==> config.mk <==
export PLATFORM = sky130hd
export DESIGN_NAME = running_mean_std_dev_top_flat
export DESIGN_NICKNAME = d
export VERILOG_FILES = /design/src/rtl/rmsd_pkg.sv /design/src/rtl/rmsd_if.sv /design/src/rtl/rmsd_front.sv /design/src/rtl/rmsd_queue.sv /design/src/rtl/rmsd_back.sv /design/src/rtl/running_mean_std_dev_top.sv /design/src/flat_wrapper.sv
export SDC_FILE = /design/constraint.sdc
export NUM_CORES = 2
export LEC_CHECK = 0
export BUFFER_PORTS_ARGS = -buffer_cell sky130_fd_sc_hd__buf_2
export CAP_MARGIN = 5
export CORE_UTILIZATION = 55
export CTS_CLUSTER_SIZE = 20
export DETAILED_ROUTE_END_ITERATION = 10
export PLACE_DENSITY = 0.73
export SYNTH_ARGS = -nofsm -noshare
export SYNTH_HDL_FRONTEND = slang
export SYNTH_SLANG_ARGS = --single-unit
==> constraint.sdc <==
create_clock -name clk -period 7.1 [get_ports clk]
set_input_delay 0.355 -clock clk [delete_from_list [all_inputs] [get_ports clk]]
set_output_delay 0.355 -clock clk [all_outputs]
set_load 0.02 [all_outputs]
==> src/rtl/rmsd_pkg.sv <==
package rmsd_pkg;

	// Default configuration
	localparam int SAMPLE_BITS = 16;
	localparam int COUNT_BITS  = 16;
	localparam int FRAC_BITS   = 8;

	// Fixed result field widths
	localparam int COUNT_OUT_W = 16;
	localparam int STAT_W      = 24;

	// Items the front may run ahead of the back
	localparam int QUEUE_DEPTH = 2;

	typedef enum logic [2:0] {
		BK_IDLE,
		BK_DIV,
		BK_VAR,
		BK_ROOT,
		BK_HOLD
	} back_state_t;

	// Running sum: signed, wide enough for a full count of extreme samples
	function automatic int sum_w(int s, int c);
		return s + c;
	endfunction

	// Running sum of squares: unsigned
	function automatic int sq_w(int s, int c);
		return 2 * s + c - 1;
	endfunction

	// Snapshot handed from front to back: {full, count, sum, square sum}
	function automatic int entry_w(int s, int c);
		return 1 + c + sum_w(s, c) + sq_w(s, c);
	endfunction

endpackage

==> src/rtl/rmsd_if.sv <==
interface rmsd_in_if #(
	parameter int SAMPLE_BITS = rmsd_pkg::SAMPLE_BITS
) ();
	logic                          valid;
	logic                          ready;
	logic signed [SAMPLE_BITS-1:0] sample;
	logic                          restart;

	modport source (output valid, output sample, output restart, input ready);
	modport sink   (input valid, input sample, input restart, output ready);
endinterface

interface rmsd_out_if ();
	logic                                   valid;
	logic                                   ready;
	logic [rmsd_pkg::COUNT_OUT_W-1:0]       count;
	logic signed [rmsd_pkg::STAT_W-1:0]     mean;
	logic [rmsd_pkg::STAT_W-1:0]            std_dev;
	logic                                   count_full;

	modport source (output valid, output count, output mean, output std_dev,
		output count_full, input ready);
	modport sink   (input valid, input count, input mean, input std_dev,
		input count_full, output ready);
endinterface

==> src/rtl/rmsd_front.sv <==
module rmsd_front #(
	parameter int SAMPLE_BITS = rmsd_pkg::SAMPLE_BITS,
	parameter int COUNT_BITS  = rmsd_pkg::COUNT_BITS
) (
	input  logic       clk,
	input  logic       arst_n,
	rmsd_in_if.sink    samples,
	output logic [rmsd_pkg::entry_w(SAMPLE_BITS, COUNT_BITS)-1:0] entry,
	output logic       entry_valid,
	input  logic       entry_ready
);

	localparam int S     = SAMPLE_BITS;
	localparam int C     = COUNT_BITS;
	localparam int SUM_W = rmsd_pkg::sum_w(S, C);
	localparam int SQ_W  = rmsd_pkg::sq_w(S, C);

	logic                   valid_s1;
	logic signed [S-1:0]    sample_s1;
	logic [2*S-2:0]         sq_s1;
	logic                   restart_s1;

	logic [C-1:0]           cnt_q;
	logic signed [SUM_W-1:0] sum_q;
	logic [SQ_W-1:0]        sqsum_q;

	logic signed [2*S-1:0]  sq_full;
	logic                   advance;
	logic [C-1:0]           cnt_base, cnt_d;
	logic signed [SUM_W-1:0] sum_base, sum_d;
	logic [SQ_W-1:0]        sqsum_base, sqsum_d;
	logic                   full;

	// Square the sample on entry; the result is never negative
	assign sq_full = samples.sample * samples.sample;

	assign advance       = valid_s1 && entry_ready;
	assign samples.ready = !valid_s1 || entry_ready;

	// Clear on restart, then add unless the count is saturated
	always_comb begin
		cnt_base   = restart_s1 ? '0 : cnt_q;
		sum_base   = restart_s1 ? '0 : sum_q;
		sqsum_base = restart_s1 ? '0 : sqsum_q;
		full       = (cnt_base == {C{1'b1}});
		if (full) begin
			cnt_d   = cnt_base;
			sum_d   = sum_base;
			sqsum_d = sqsum_base;
		end else begin
			cnt_d   = cnt_base + C'(1);
			sum_d   = sum_base + SUM_W'(sample_s1);
			sqsum_d = sqsum_base + SQ_W'(sq_s1);
		end
	end

	assign entry       = {full, cnt_d, sum_d, sqsum_d};
	assign entry_valid = valid_s1;

	// Hold the accepted item until the queue takes its snapshot
	always_ff @(posedge clk or negedge arst_n) begin
		if (!arst_n) begin
			valid_s1 <= 1'b0;
			cnt_q    <= '0;
			sum_q    <= '0;
			sqsum_q  <= '0;
		end else begin
			if (samples.valid && samples.ready) begin
				valid_s1 <= 1'b1;
			end else if (advance) begin
				valid_s1 <= 1'b0;
			end
			if (advance) begin
				cnt_q   <= cnt_d;
				sum_q   <= sum_d;
				sqsum_q <= sqsum_d;
			end
		end
	end

	always_ff @(posedge clk) begin
		if (samples.valid && samples.ready) begin
			sample_s1  <= samples.sample;
			sq_s1      <= sq_full[2*S-2:0];
			restart_s1 <= samples.restart;
		end
	end

endmodule

==> src/rtl/rmsd_queue.sv <==
module rmsd_queue #(
	parameter int WIDTH = 8,
	parameter int DEPTH = rmsd_pkg::QUEUE_DEPTH
) (
	input  logic             clk,
	input  logic             arst_n,
	input  logic [WIDTH-1:0] push_data,
	input  logic             push_valid,
	output logic             push_ready,
	output logic [WIDTH-1:0] pop_data,
	output logic             pop_valid,
	input  logic             pop_ready
);

	localparam int PTR_W  = (DEPTH > 1) ? $clog2(DEPTH) : 1;
	localparam int FILL_W = $clog2(DEPTH + 1);

	logic [WIDTH-1:0] mem_q [DEPTH];
	logic [PTR_W-1:0] wr_ptr_q, rd_ptr_q;
	logic [FILL_W-1:0] fill_q;
	logic             push, pop;

	assign push_ready = (fill_q != FILL_W'(DEPTH));
	assign pop_valid  = (fill_q != '0);
	assign push       = push_valid && push_ready;
	assign pop        = pop_valid && pop_ready;
	assign pop_data   = mem_q[rd_ptr_q];

	// Advance pointers and track the fill level
	always_ff @(posedge clk or negedge arst_n) begin
		if (!arst_n) begin
			wr_ptr_q <= '0;
			rd_ptr_q <= '0;
			fill_q   <= '0;
		end else begin
			if (push) begin
				wr_ptr_q <= (wr_ptr_q == PTR_W'(DEPTH - 1)) ? '0 : wr_ptr_q + PTR_W'(1);
			end
			if (pop) begin
				rd_ptr_q <= (rd_ptr_q == PTR_W'(DEPTH - 1)) ? '0 : rd_ptr_q + PTR_W'(1);
			end
			if (push && !pop) begin
				fill_q <= fill_q + FILL_W'(1);
			end else if (pop && !push) begin
				fill_q <= fill_q - FILL_W'(1);
			end
		end
	end

	always_ff @(posedge clk) begin
		if (push) begin
			mem_q[wr_ptr_q] <= push_data;
		end
	end

endmodule

==> src/rtl/rmsd_back.sv <==
module rmsd_back #(
	parameter int SAMPLE_BITS = rmsd_pkg::SAMPLE_BITS,
	parameter int COUNT_BITS  = rmsd_pkg::COUNT_BITS,
	parameter int FRAC_BITS   = rmsd_pkg::FRAC_BITS
) (
	input  logic       clk,
	input  logic       arst_n,
	input  logic [rmsd_pkg::entry_w(SAMPLE_BITS, COUNT_BITS)-1:0] entry,
	input  logic       entry_valid,
	output logic       entry_ready,
	rmsd_out_if.source results
);

	localparam int S      = SAMPLE_BITS;
	localparam int C      = COUNT_BITS;
	localparam int F      = FRAC_BITS;
	localparam int SUM_W  = rmsd_pkg::sum_w(S, C);
	localparam int SQ_W   = rmsd_pkg::sq_w(S, C);
	localparam int MW     = S + F;
	// Mean dividend; the square of the mean follows in the steps left over
	localparam int NA     = SUM_W - 1 + F;
	// Mean-of-squares dividend; NB equals NA + MW
	localparam int NB     = SQ_W + 2 * F;
	localparam int STEP_W = $clog2(NB);
	localparam int CX_W   = (C > rmsd_pkg::COUNT_OUT_W) ? C : rmsd_pkg::COUNT_OUT_W;
	localparam int MX_W   = (MW + 1 > rmsd_pkg::STAT_W) ? MW + 1 : rmsd_pkg::STAT_W;
	localparam int RX_W   = (MW > rmsd_pkg::STAT_W) ? MW : rmsd_pkg::STAT_W;

	rmsd_pkg::back_state_t state_q, state_d;
	logic [STEP_W-1:0] step_q;

	logic [C-1:0]      div_q;
	logic              full_q, neg_q;
	logic [C-1:0]      rem_a_q, rem_b_q;
	logic [NA-1:0]     dq_a_q;
	logic [NB-1:0]     dq_b_q;
	logic [MW-1:0]     mean_q;
	logic [2*MW-1:0]   prod_q, rad_q;
	logic [MW-1:0]     root_q;
	logic [MW:0]       srem_q;

	logic              out_valid_q;
	logic [rmsd_pkg::COUNT_OUT_W-1:0] out_count_q;
	logic [rmsd_pkg::STAT_W-1:0]      out_mean_q, out_std_q;
	logic              out_full_q;

	logic              out_load;

	// Snapshot fields
	logic [SQ_W-1:0]         in_sqsum;
	logic signed [SUM_W-1:0] in_sum;
	logic [C-1:0]            in_count;
	logic                    in_full;
	logic [SUM_W-1:0]        in_sum_mag;

	assign in_sqsum   = entry[SQ_W-1:0];
	assign in_sum     = entry[SQ_W +: SUM_W];
	assign in_count   = entry[SQ_W + SUM_W +: C];
	assign in_full    = entry[SQ_W + SUM_W + C];
	assign in_sum_mag = in_sum[SUM_W-1] ? SUM_W'(-in_sum) : SUM_W'(in_sum);

	// One restoring division step for each quotient
	logic [C:0]    ra_w, rb_w;
	logic          ra_ge, rb_ge;
	logic [C-1:0]  rem_a_d, rem_b_d;
	logic [NA-1:0] dq_a_d;
	logic [NB-1:0] dq_b_d;
	logic          a_step, a_last, b_last, root_last;

	always_comb begin
		ra_w    = {rem_a_q, dq_a_q[NA-1]};
		ra_ge   = (ra_w >= {1'b0, div_q});
		rem_a_d = ra_ge ? C'(ra_w - {1'b0, div_q}) : ra_w[C-1:0];
		dq_a_d  = {dq_a_q[NA-2:0], ra_ge};
		rb_w    = {rem_b_q, dq_b_q[NB-1]};
		rb_ge   = (rb_w >= {1'b0, div_q});
		rem_b_d = rb_ge ? C'(rb_w - {1'b0, div_q}) : rb_w[C-1:0];
		dq_b_d  = {dq_b_q[NB-2:0], rb_ge};
	end

	assign a_step    = (step_q < STEP_W'(NA));
	assign a_last    = (step_q == STEP_W'(NA - 1));
	assign b_last    = (step_q == STEP_W'(NB - 1));
	assign root_last = (step_q == STEP_W'(MW - 1));

	// Square of the mean, multiplier bits taken MSB first
	logic [2*MW-1:0] prod_d;
	assign prod_d = {prod_q[2*MW-2:0], 1'b0} + (dq_a_q[MW-1] ? (2*MW)'(mean_q) : '0);

	// Variance, clamped at zero
	logic [2*MW-1:0] msq, var_d;
	assign msq   = (2*MW)'(dq_b_q[2*MW-2:0]);
	assign var_d = (msq > prod_q) ? msq - prod_q : '0;

	// One root bit per step
	logic [MW+2:0] sr_w, sr_trial;
	logic          sr_ge;
	logic [MW:0]   srem_d;

	always_comb begin
		sr_w     = {srem_q, rad_q[2*MW-1 -: 2]};
		sr_trial = (MW+3)'({root_q, 2'b01});
		sr_ge    = (sr_w >= sr_trial);
		srem_d   = sr_ge ? (MW+1)'(sr_w - sr_trial) : sr_w[MW:0];
	end

	// Result formatting
	logic signed [MW:0]     mean_s;
	logic signed [MX_W-1:0] mean_x;
	logic [RX_W-1:0]        root_x;
	logic [CX_W-1:0]        count_x;

	assign mean_s  = neg_q ? -$signed({1'b0, mean_q}) : $signed({1'b0, mean_q});
	assign mean_x  = MX_W'(mean_s);
	assign root_x  = RX_W'(root_q);
	assign count_x = CX_W'(div_q);

	// Next state
	always_comb begin
		state_d = state_q;
		unique case (state_q)
			rmsd_pkg::BK_IDLE: if (entry_valid) state_d = rmsd_pkg::BK_DIV;
			rmsd_pkg::BK_DIV:  if (b_last) state_d = rmsd_pkg::BK_VAR;
			rmsd_pkg::BK_VAR:  state_d = rmsd_pkg::BK_ROOT;
			rmsd_pkg::BK_ROOT: if (root_last) state_d = rmsd_pkg::BK_HOLD;
			rmsd_pkg::BK_HOLD: if (out_load) state_d = rmsd_pkg::BK_IDLE;
			default:           state_d = rmsd_pkg::BK_IDLE;
		endcase
	end

	// State outputs
	always_comb begin
		entry_ready = 1'b0;
		out_load    = 1'b0;
		unique case (state_q)
			rmsd_pkg::BK_IDLE: entry_ready = 1'b1;
			rmsd_pkg::BK_HOLD: out_load = !out_valid_q || results.ready;
			default: ;
		endcase
	end

	// Control registers
	always_ff @(posedge clk or negedge arst_n) begin
		if (!arst_n) begin
			state_q     <= rmsd_pkg::BK_IDLE;
			step_q      <= '0;
			out_valid_q <= 1'b0;
		end else begin
			state_q <= state_d;
			if (state_q == rmsd_pkg::BK_DIV || state_q == rmsd_pkg::BK_ROOT) begin
				step_q <= (state_d == state_q) ? step_q + STEP_W'(1) : '0;
			end else begin
				step_q <= '0;
			end
			if (out_load) begin
				out_valid_q <= 1'b1;
			end else if (results.ready) begin
				out_valid_q <= 1'b0;
			end
		end
	end

	// Datapath
	always_ff @(posedge clk) begin
		unique case (state_q)
			rmsd_pkg::BK_IDLE: begin
				if (entry_valid) begin
					div_q   <= in_count;
					full_q  <= in_full;
					neg_q   <= in_sum[SUM_W-1];
					rem_a_q <= '0;
					rem_b_q <= '0;
					dq_a_q  <= NA'(in_sum_mag[SUM_W-2:0]) << F;
					dq_b_q  <= NB'(in_sqsum) << (2 * F);
					prod_q  <= '0;
				end
			end
			rmsd_pkg::BK_DIV: begin
				if (a_step) begin
					rem_a_q <= rem_a_d;
					dq_a_q  <= dq_a_d;
					if (a_last) begin
						mean_q <= dq_a_d[MW-1:0];
					end
				end else begin
					dq_a_q <= dq_a_q << 1;
					prod_q <= prod_d;
				end
				rem_b_q <= rem_b_d;
				dq_b_q  <= dq_b_d;
			end
			rmsd_pkg::BK_VAR: begin
				rad_q  <= var_d;
				root_q <= '0;
				srem_q <= '0;
			end
			rmsd_pkg::BK_ROOT: begin
				rad_q  <= rad_q << 2;
				srem_q <= srem_d;
				root_q <= {root_q[MW-2:0], sr_ge};
			end
			rmsd_pkg::BK_HOLD: begin
				if (out_load) begin
					out_count_q <= count_x[rmsd_pkg::COUNT_OUT_W-1:0];
					out_mean_q  <= mean_x[rmsd_pkg::STAT_W-1:0];
					out_std_q   <= root_x[rmsd_pkg::STAT_W-1:0];
					out_full_q  <= full_q;
				end
			end
			default: ;
		endcase
	end

	assign results.valid      = out_valid_q;
	assign results.count      = out_count_q;
	assign results.mean       = out_mean_q;
	assign results.std_dev    = out_std_q;
	assign results.count_full = out_full_q;

endmodule

==> src/rtl/running_mean_std_dev_top.sv <==
// Channel   Dir  Fields                                  Accept
// samples   in   sample[SAMPLE_BITS], restart            valid && ready
// results   out  count[16], mean[24], std_dev[24],       valid && ready
//                count_full
//
// The front takes one item per cycle into a two-item queue while there is
// room, and updates count, sum and sum of squares there. The back takes one
// item at a time, and the next only once the last result is loaded. It runs
// one bit-serial pass of both divisions by the count, with the mean squared
// in the tail of it, then one root bit per cycle.
// Reset clears the accumulators and all handshake state at once.
// A stalled result holds in the output register; the back then waits,
// and the queue lets the front keep taking items until it fills.
module running_mean_std_dev_top #(
	parameter int SAMPLE_BITS = rmsd_pkg::SAMPLE_BITS,
	parameter int COUNT_BITS  = rmsd_pkg::COUNT_BITS,
	parameter int FRAC_BITS   = rmsd_pkg::FRAC_BITS
) (
	input  logic       clk,
	input  logic       arst_n,
	rmsd_in_if.sink    samples,
	rmsd_out_if.source results
);

	localparam int ENTRY_W = rmsd_pkg::entry_w(SAMPLE_BITS, COUNT_BITS);

	logic [ENTRY_W-1:0] push_data, pop_data;
	logic               push_valid, push_ready, pop_valid, pop_ready;

	rmsd_front #(
		.SAMPLE_BITS(SAMPLE_BITS),
		.COUNT_BITS (COUNT_BITS)
	) u_front (
		.clk        (clk),
		.arst_n     (arst_n),
		.samples    (samples),
		.entry      (push_data),
		.entry_valid(push_valid),
		.entry_ready(push_ready)
	);

	rmsd_queue #(
		.WIDTH(ENTRY_W),
		.DEPTH(rmsd_pkg::QUEUE_DEPTH)
	) u_queue (
		.clk       (clk),
		.arst_n    (arst_n),
		.push_data (push_data),
		.push_valid(push_valid),
		.push_ready(push_ready),
		.pop_data  (pop_data),
		.pop_valid (pop_valid),
		.pop_ready (pop_ready)
	);

	rmsd_back #(
		.SAMPLE_BITS(SAMPLE_BITS),
		.COUNT_BITS (COUNT_BITS),
		.FRAC_BITS  (FRAC_BITS)
	) u_back (
		.clk        (clk),
		.arst_n     (arst_n),
		.entry      (pop_data),
		.entry_valid(pop_valid),
		.entry_ready(pop_ready),
		.results    (results)
	);

endmodule
==> src/flat_wrapper.sv <==
// flat-port wrapper written by rule: the top's interface ports become plain ports
module running_mean_std_dev_top_flat 
#(
	parameter int SAMPLE_BITS = rmsd_pkg::SAMPLE_BITS,
	parameter int COUNT_BITS  = rmsd_pkg::COUNT_BITS,
	parameter int FRAC_BITS   = rmsd_pkg::FRAC_BITS
)
  (clk, arst_n, samples_valid, samples_sample, samples_restart, samples_ready, results_valid, results_count, results_mean, results_std_dev, results_count_full, results_ready);
  rmsd_in_if #(.SAMPLE_BITS(SAMPLE_BITS)) samples_i ();
  rmsd_out_if results_i ();
  input  logic clk;
  input  logic arst_n;
  input wire logic [$bits(samples_i.valid)-1:0] samples_valid;
  input wire logic [$bits(samples_i.sample)-1:0] samples_sample;
  input wire logic [$bits(samples_i.restart)-1:0] samples_restart;
  output wire logic [$bits(samples_i.ready)-1:0] samples_ready;
  output wire logic [$bits(results_i.valid)-1:0] results_valid;
  output wire logic [$bits(results_i.count)-1:0] results_count;
  output wire logic [$bits(results_i.mean)-1:0] results_mean;
  output wire logic [$bits(results_i.std_dev)-1:0] results_std_dev;
  output wire logic [$bits(results_i.count_full)-1:0] results_count_full;
  input wire logic [$bits(results_i.ready)-1:0] results_ready;
  assign samples_i.valid = samples_valid;
  assign samples_i.sample = samples_sample;
  assign samples_i.restart = samples_restart;
  assign samples_ready = samples_i.ready;
  assign results_valid = results_i.valid;
  assign results_count = results_i.count;
  assign results_mean = results_i.mean;
  assign results_std_dev = results_i.std_dev;
  assign results_count_full = results_i.count_full;
  assign results_i.ready = results_ready;
  running_mean_std_dev_top #(.SAMPLE_BITS(SAMPLE_BITS), .COUNT_BITS(COUNT_BITS), .FRAC_BITS(FRAC_BITS)) u_core (.clk(clk), .arst_n(arst_n), .samples(samples_i), .results(results_i));
endmodule
==> key figures <==
Status
  • Outcome: finished clean

Power
  • Logic pwr share: 0.570
  • Seq pwr share: 0.282
  • Net Sw Power: 0.01215 W
  • Clock network fraction of design power: 0.147
  • Internal: 0.01670 W
  • Pwr Density: 542.6 nW/um2
  • P_leak: 22.96 nW
  • Peak VDD IR: 0.5335 mV
  • Switch share: 0.4212

Setup path
  • Cell count along the critical path: 22
  • CP startpoint kind: input port
  • Max stage delay on crit path: 0.55 ns
  • Crit path cell chain: buf_2, and2_1, fa_1, inv_1, fa_1, fa_1, inv_1, fa_1, fa_1, inv_1, fa_1, inv_1, ha_1, a21o_1, a221o_1, a21oi_1, a21boi_0, o311ai_0, a21boi_0, a2111oi_0, nor3_1, xor2_1
  • Worst R2R Path Depth: 9
  • CP endpoint kind: register
  • CP delay by family, top: adder cells
  • CP required: 7.48 ns
  • Reg-to-reg startpoint: u_core.u_front.restart_s1$_DFFE_PP_
  • Worst-path maximum fanout: 10
  • R2R Path End: u_core.u_queue.mem_q[1][29]$_DFFE_PP_
  • WP buf/inv: 5
  • CP Launch Point: samples_sample[4]
  • CP arrival: 6.63 ns
  • R2R Setup Slk: 2.47 ns
  • Worst Setup EP: u_core.u_front.sq_s1[27]$_DFFE_PP_
  • Critical Path Most Common Cell: fa_1
  • Worst Setup Path Type: input port to register
  • Slowest-stage cell, CP: fa_1

Synthesis
  • Asr flop ratio synth: 0.1499
  • Mean post-synth cell area: 10.41 um2
  • Post-Synthesis Cells: 4696
  • EDFF count, synth: 624
  • Top FF cell, synth: edfxtp_1
  • Yosys cell types: 87
  • YS warnings: 0
  • Seq cells post-synth: 734
  • Netlist area before placement: 48880 um2
  • Post-synthesis sequential area ratio: 0.4396
  • Post-Syn Nets: 5230

STA
  • Post-route clock period utilization: 0.8806
  • Fin. max-slew vios: 0
  • Worst-margin pin slew: 1.236 ns
  • Fmax: 0.1599 GHz
  • Clock Skews: 0.02953 ns
  • Final hold violations: 0
  • Setup_tns: 0 ns
  • Crit path time final: 6.252 ns
  • Setup repair after global routing missed its margin: no
  • Rel. slew slack: 0.1763
  • Finish-stage setup viols: 0

Global route
  • Vias in the first global route: 33641
  • Initial antenna violation count: 0
  • Total track usage: 0.2384
  • Grt total ovfl: 0
  • Pin count of the biggest net entering global routing: 110
  • First-pass GRT wire length: 172700 um

Clock network
  • Post-CTS setup buffer count: 0
  • Clock sink count: 734
  • CTS max path bufs: 3
  • TritonCTS clock tree: done
  • Reg clk slew, reported paths: 0.06 ns
  • CTS Buf Count: 82
  • Later-pin clock latency in the skew report: 0.65 ns
  • H-tree depth: 3
  • CTS root buf: clkbuf_16
  • Post_cts resized: 0

Cells and area
  • Share of layout cells above drive strength 1: 0.07465
  • Non-Filler Instances: 5951
  • # diodes: 0
  • Total Nets Final: 5265
  • Area grow syn2layout: 8.785%

Job
  • Maxcap violations: 0

Placement
  • GPL Wtd Cong: 0.8871
  • Port Buffers: 87
  • Placed cell count: 5799
  • Hpwl dp: 76390 um

Die
  • Die height: 300.1 um
  • Core area: 87430 um2
  • Initial core utilization: 0.5591
  • Die Wd: 300.1 um
  • Die area: 90080 um2
  • Row count: 108
  • Ports: 88

Detailed routing
  • First-pass detailed-route iteration total: 8
  • Iteration-0 DRC count of the detailed router: 2171
  • Final ANT Viol Nets: 0
  • Final wirelength: 105600 um
  • Number of vias per cell: 5.657
  • Residual DRC: 0
  • Routed len/inst: 17.75 um
  • Vias post-DR: 33664

Min path
  • Worst Hold Path Cells: 1
  • Hold WC Path Type: input port to register
[power by group through the flow]
stage | Clock (W) | Sequential (W) | Combinational, W
2_1_floorplan | 0 | 0.00790 | 0.0131
3_3_place_gp | 0 | 0.00816 | 0.0160
3_5_place_dp | 0 | 0.00821 | 0.0164
4_1_cts | 0.00433 | 0.00814 | 0.0165
5_1_grt | 0.00448 | 0.00831 | 0.0186
6_report | 0.00425 | 0.00814 | 0.0165
[cells by family after synthesis]
logic type / after synthesis / share of synthesized area
simple gates: 1361 / 0.1313
compound gates: 953 / 0.1239
flops: 734 / 0.4396
buf+inv: 699 / 0.05498
fa+ha+maj: 513 / 0.1674
xor+xnor: 296 / 0.05303
mux: 140 / 0.02972
[repair_timing]
item / 4_1_cts / 5_1_grt
hold buffers: 3 / 0
endpoints found under the hold margin: 53 / 0
endpoints found under the setup margin: 0 / 0
[worst reg2reg max path: cells and delay by family, from the launching register on]
kind / cells / cell delay [ns]
buffers and inverters: 3 / 1.37
DFF: 1 / 0.41
adders and majority gates: 1 / 0.28
AOI/OAI and AO/OA: 1 / 0.45
and+or+nand+nor: 4 / 1.76
[per-stage QoR]
stage / worst slack, ns / power (W) / util / cell area (um2) / hold slack, ns
finish: 0.8478 / 0.02885 / 0.6082 / 53180 / 0.09688
global route: 0.4834 / 0.03139 / 0.6082 / 53180 / 0.07706
CTS: 0.8271 / 0.02898 / 0.6082 / 53180 / 0.06482
detailed placement: 0.1574 / 0.02464 / 0.5772 / 50460 / 0.4174
global placement: 0.2145 / 0.02415 / 0.5772 / 50460 / 0.4065
floorplan: 0.3212 / 0.02097 / - / 48880 / 0.05941
[Yosys cell counts (103+ instances only)]
cell	n	area, um2
fa_1	235	4705
dfrtp_1	110	2753
xor2_1	107	937.2
a21oi_1	236	1181
xnor2_1	189	1655
nor2_1	314	1179
inv_1	512	1922
clkbuf_1	142	533.0
nand3_1	103	515.5
edfxtp_1	624	18740
a21o_1	121	908.4
ha_1	278	3478
o21ai_0	271	1356
nand2_1	470	1764
[state kept, by name, summed over array words and instances (netlist names), 3 cells and up]
signal / count
u_core.u_back.dq_b_q: 63
u_core.u_back.rem_a_q: 16
u_core.u_front.sample_s1: 16
u_core.u_front.sum_q: 32
u_core.u_back.step_q: 6
u_core.u_back.dq_a_q: 39
u_core.u_back.results.std_dev: 24
u_core.u_back.root_q: 24
u_core.u_back.prod_q: 48
u_core.u_back.count_x: 16
u_core.u_front.sq_s1: 29
u_core.u_back.rem_b_q: 16
u_core.u_back.results.count: 16
u_core.u_back.srem_q: 25
u_core.u_front.cnt_q: 16
u_core.u_back.results.mean: 24
u_core.u_front.sqsum_q: 47
u_core.u_back.rad_q: 48
u_core.u_back.state_q: 3
u_core.u_back.mean_q: 24
u_core.u_queue.mem_q: 192
[per-layer routing]
metal | GRT usage | share of wire
met5 | 0 | 0
met4 | 0.07434 | 0.030
met3 | 0.03281 | 0.045
met2 | 0.4025 | 0.48
met1 | 0.3193 | 0.45
[placed cells by master, fill, tap and decap left out, types with 34 or more instances in the layout]
cell,Yosys,final
inv_1,512,510
and2_1,96,94
mux2i_1,99,98
xnor2_1,189,189
buf_4,4,47
edfxtp_1,624,624
a31oi_1,45,43
clkbuf_16,0,84
nor2_1,314,312
dfrtp_1,110,109
buf_2,25,86
xor2_1,107,107
nand2_1,470,467
a22o_1,43,43
nand3_1,103,102
ha_1,278,278
o21ai_0,271,271
nand4_1,41,41
a21o_1,121,121
o31ai_1,40,40
fa_1,235,235
mux2_2,41,41
nor2b_1,99,99
nand2b_1,45,45
and3_1,38,34
nor3_1,63,63
a21oi_1,236,236
[area by class of cell]
class                      instances  area, um2
multi-input combinational       3263      24800
inverter                         513       1926
sequential                       734      21490
timing repair buffer             137      833.3
tap                             1155       1445
fill                            7069      34250
clock inverter                    49      491.7
clock buffer                     100       2192
[worst min-delay path by stage]
stage / startpoint / end
2_1_floorplan: arst_n / u_core.u_back.results.valid$_DFFE_PN0P_
3_3_place_gp: u_core.u_back.full_q$_DFFE_PP_ / u_core.u_back.results.count_full$_DFFE_PP_
3_5_place_dp: u_core.u_back.full_q$_DFFE_PP_ / u_core.u_back.results.count_full$_DFFE_PP_
4_1_cts: samples_sample[6] / u_core.u_front.sample_s1[6]$_DFFE_PP_
5_1_grt: samples_sample[6] / u_core.u_front.sample_s1[6]$_DFFE_PP_
6_report: samples_sample[6] / u_core.u_front.sample_s1[6]$_DFFE_PP_
Power figures use the tool's default switching activity.
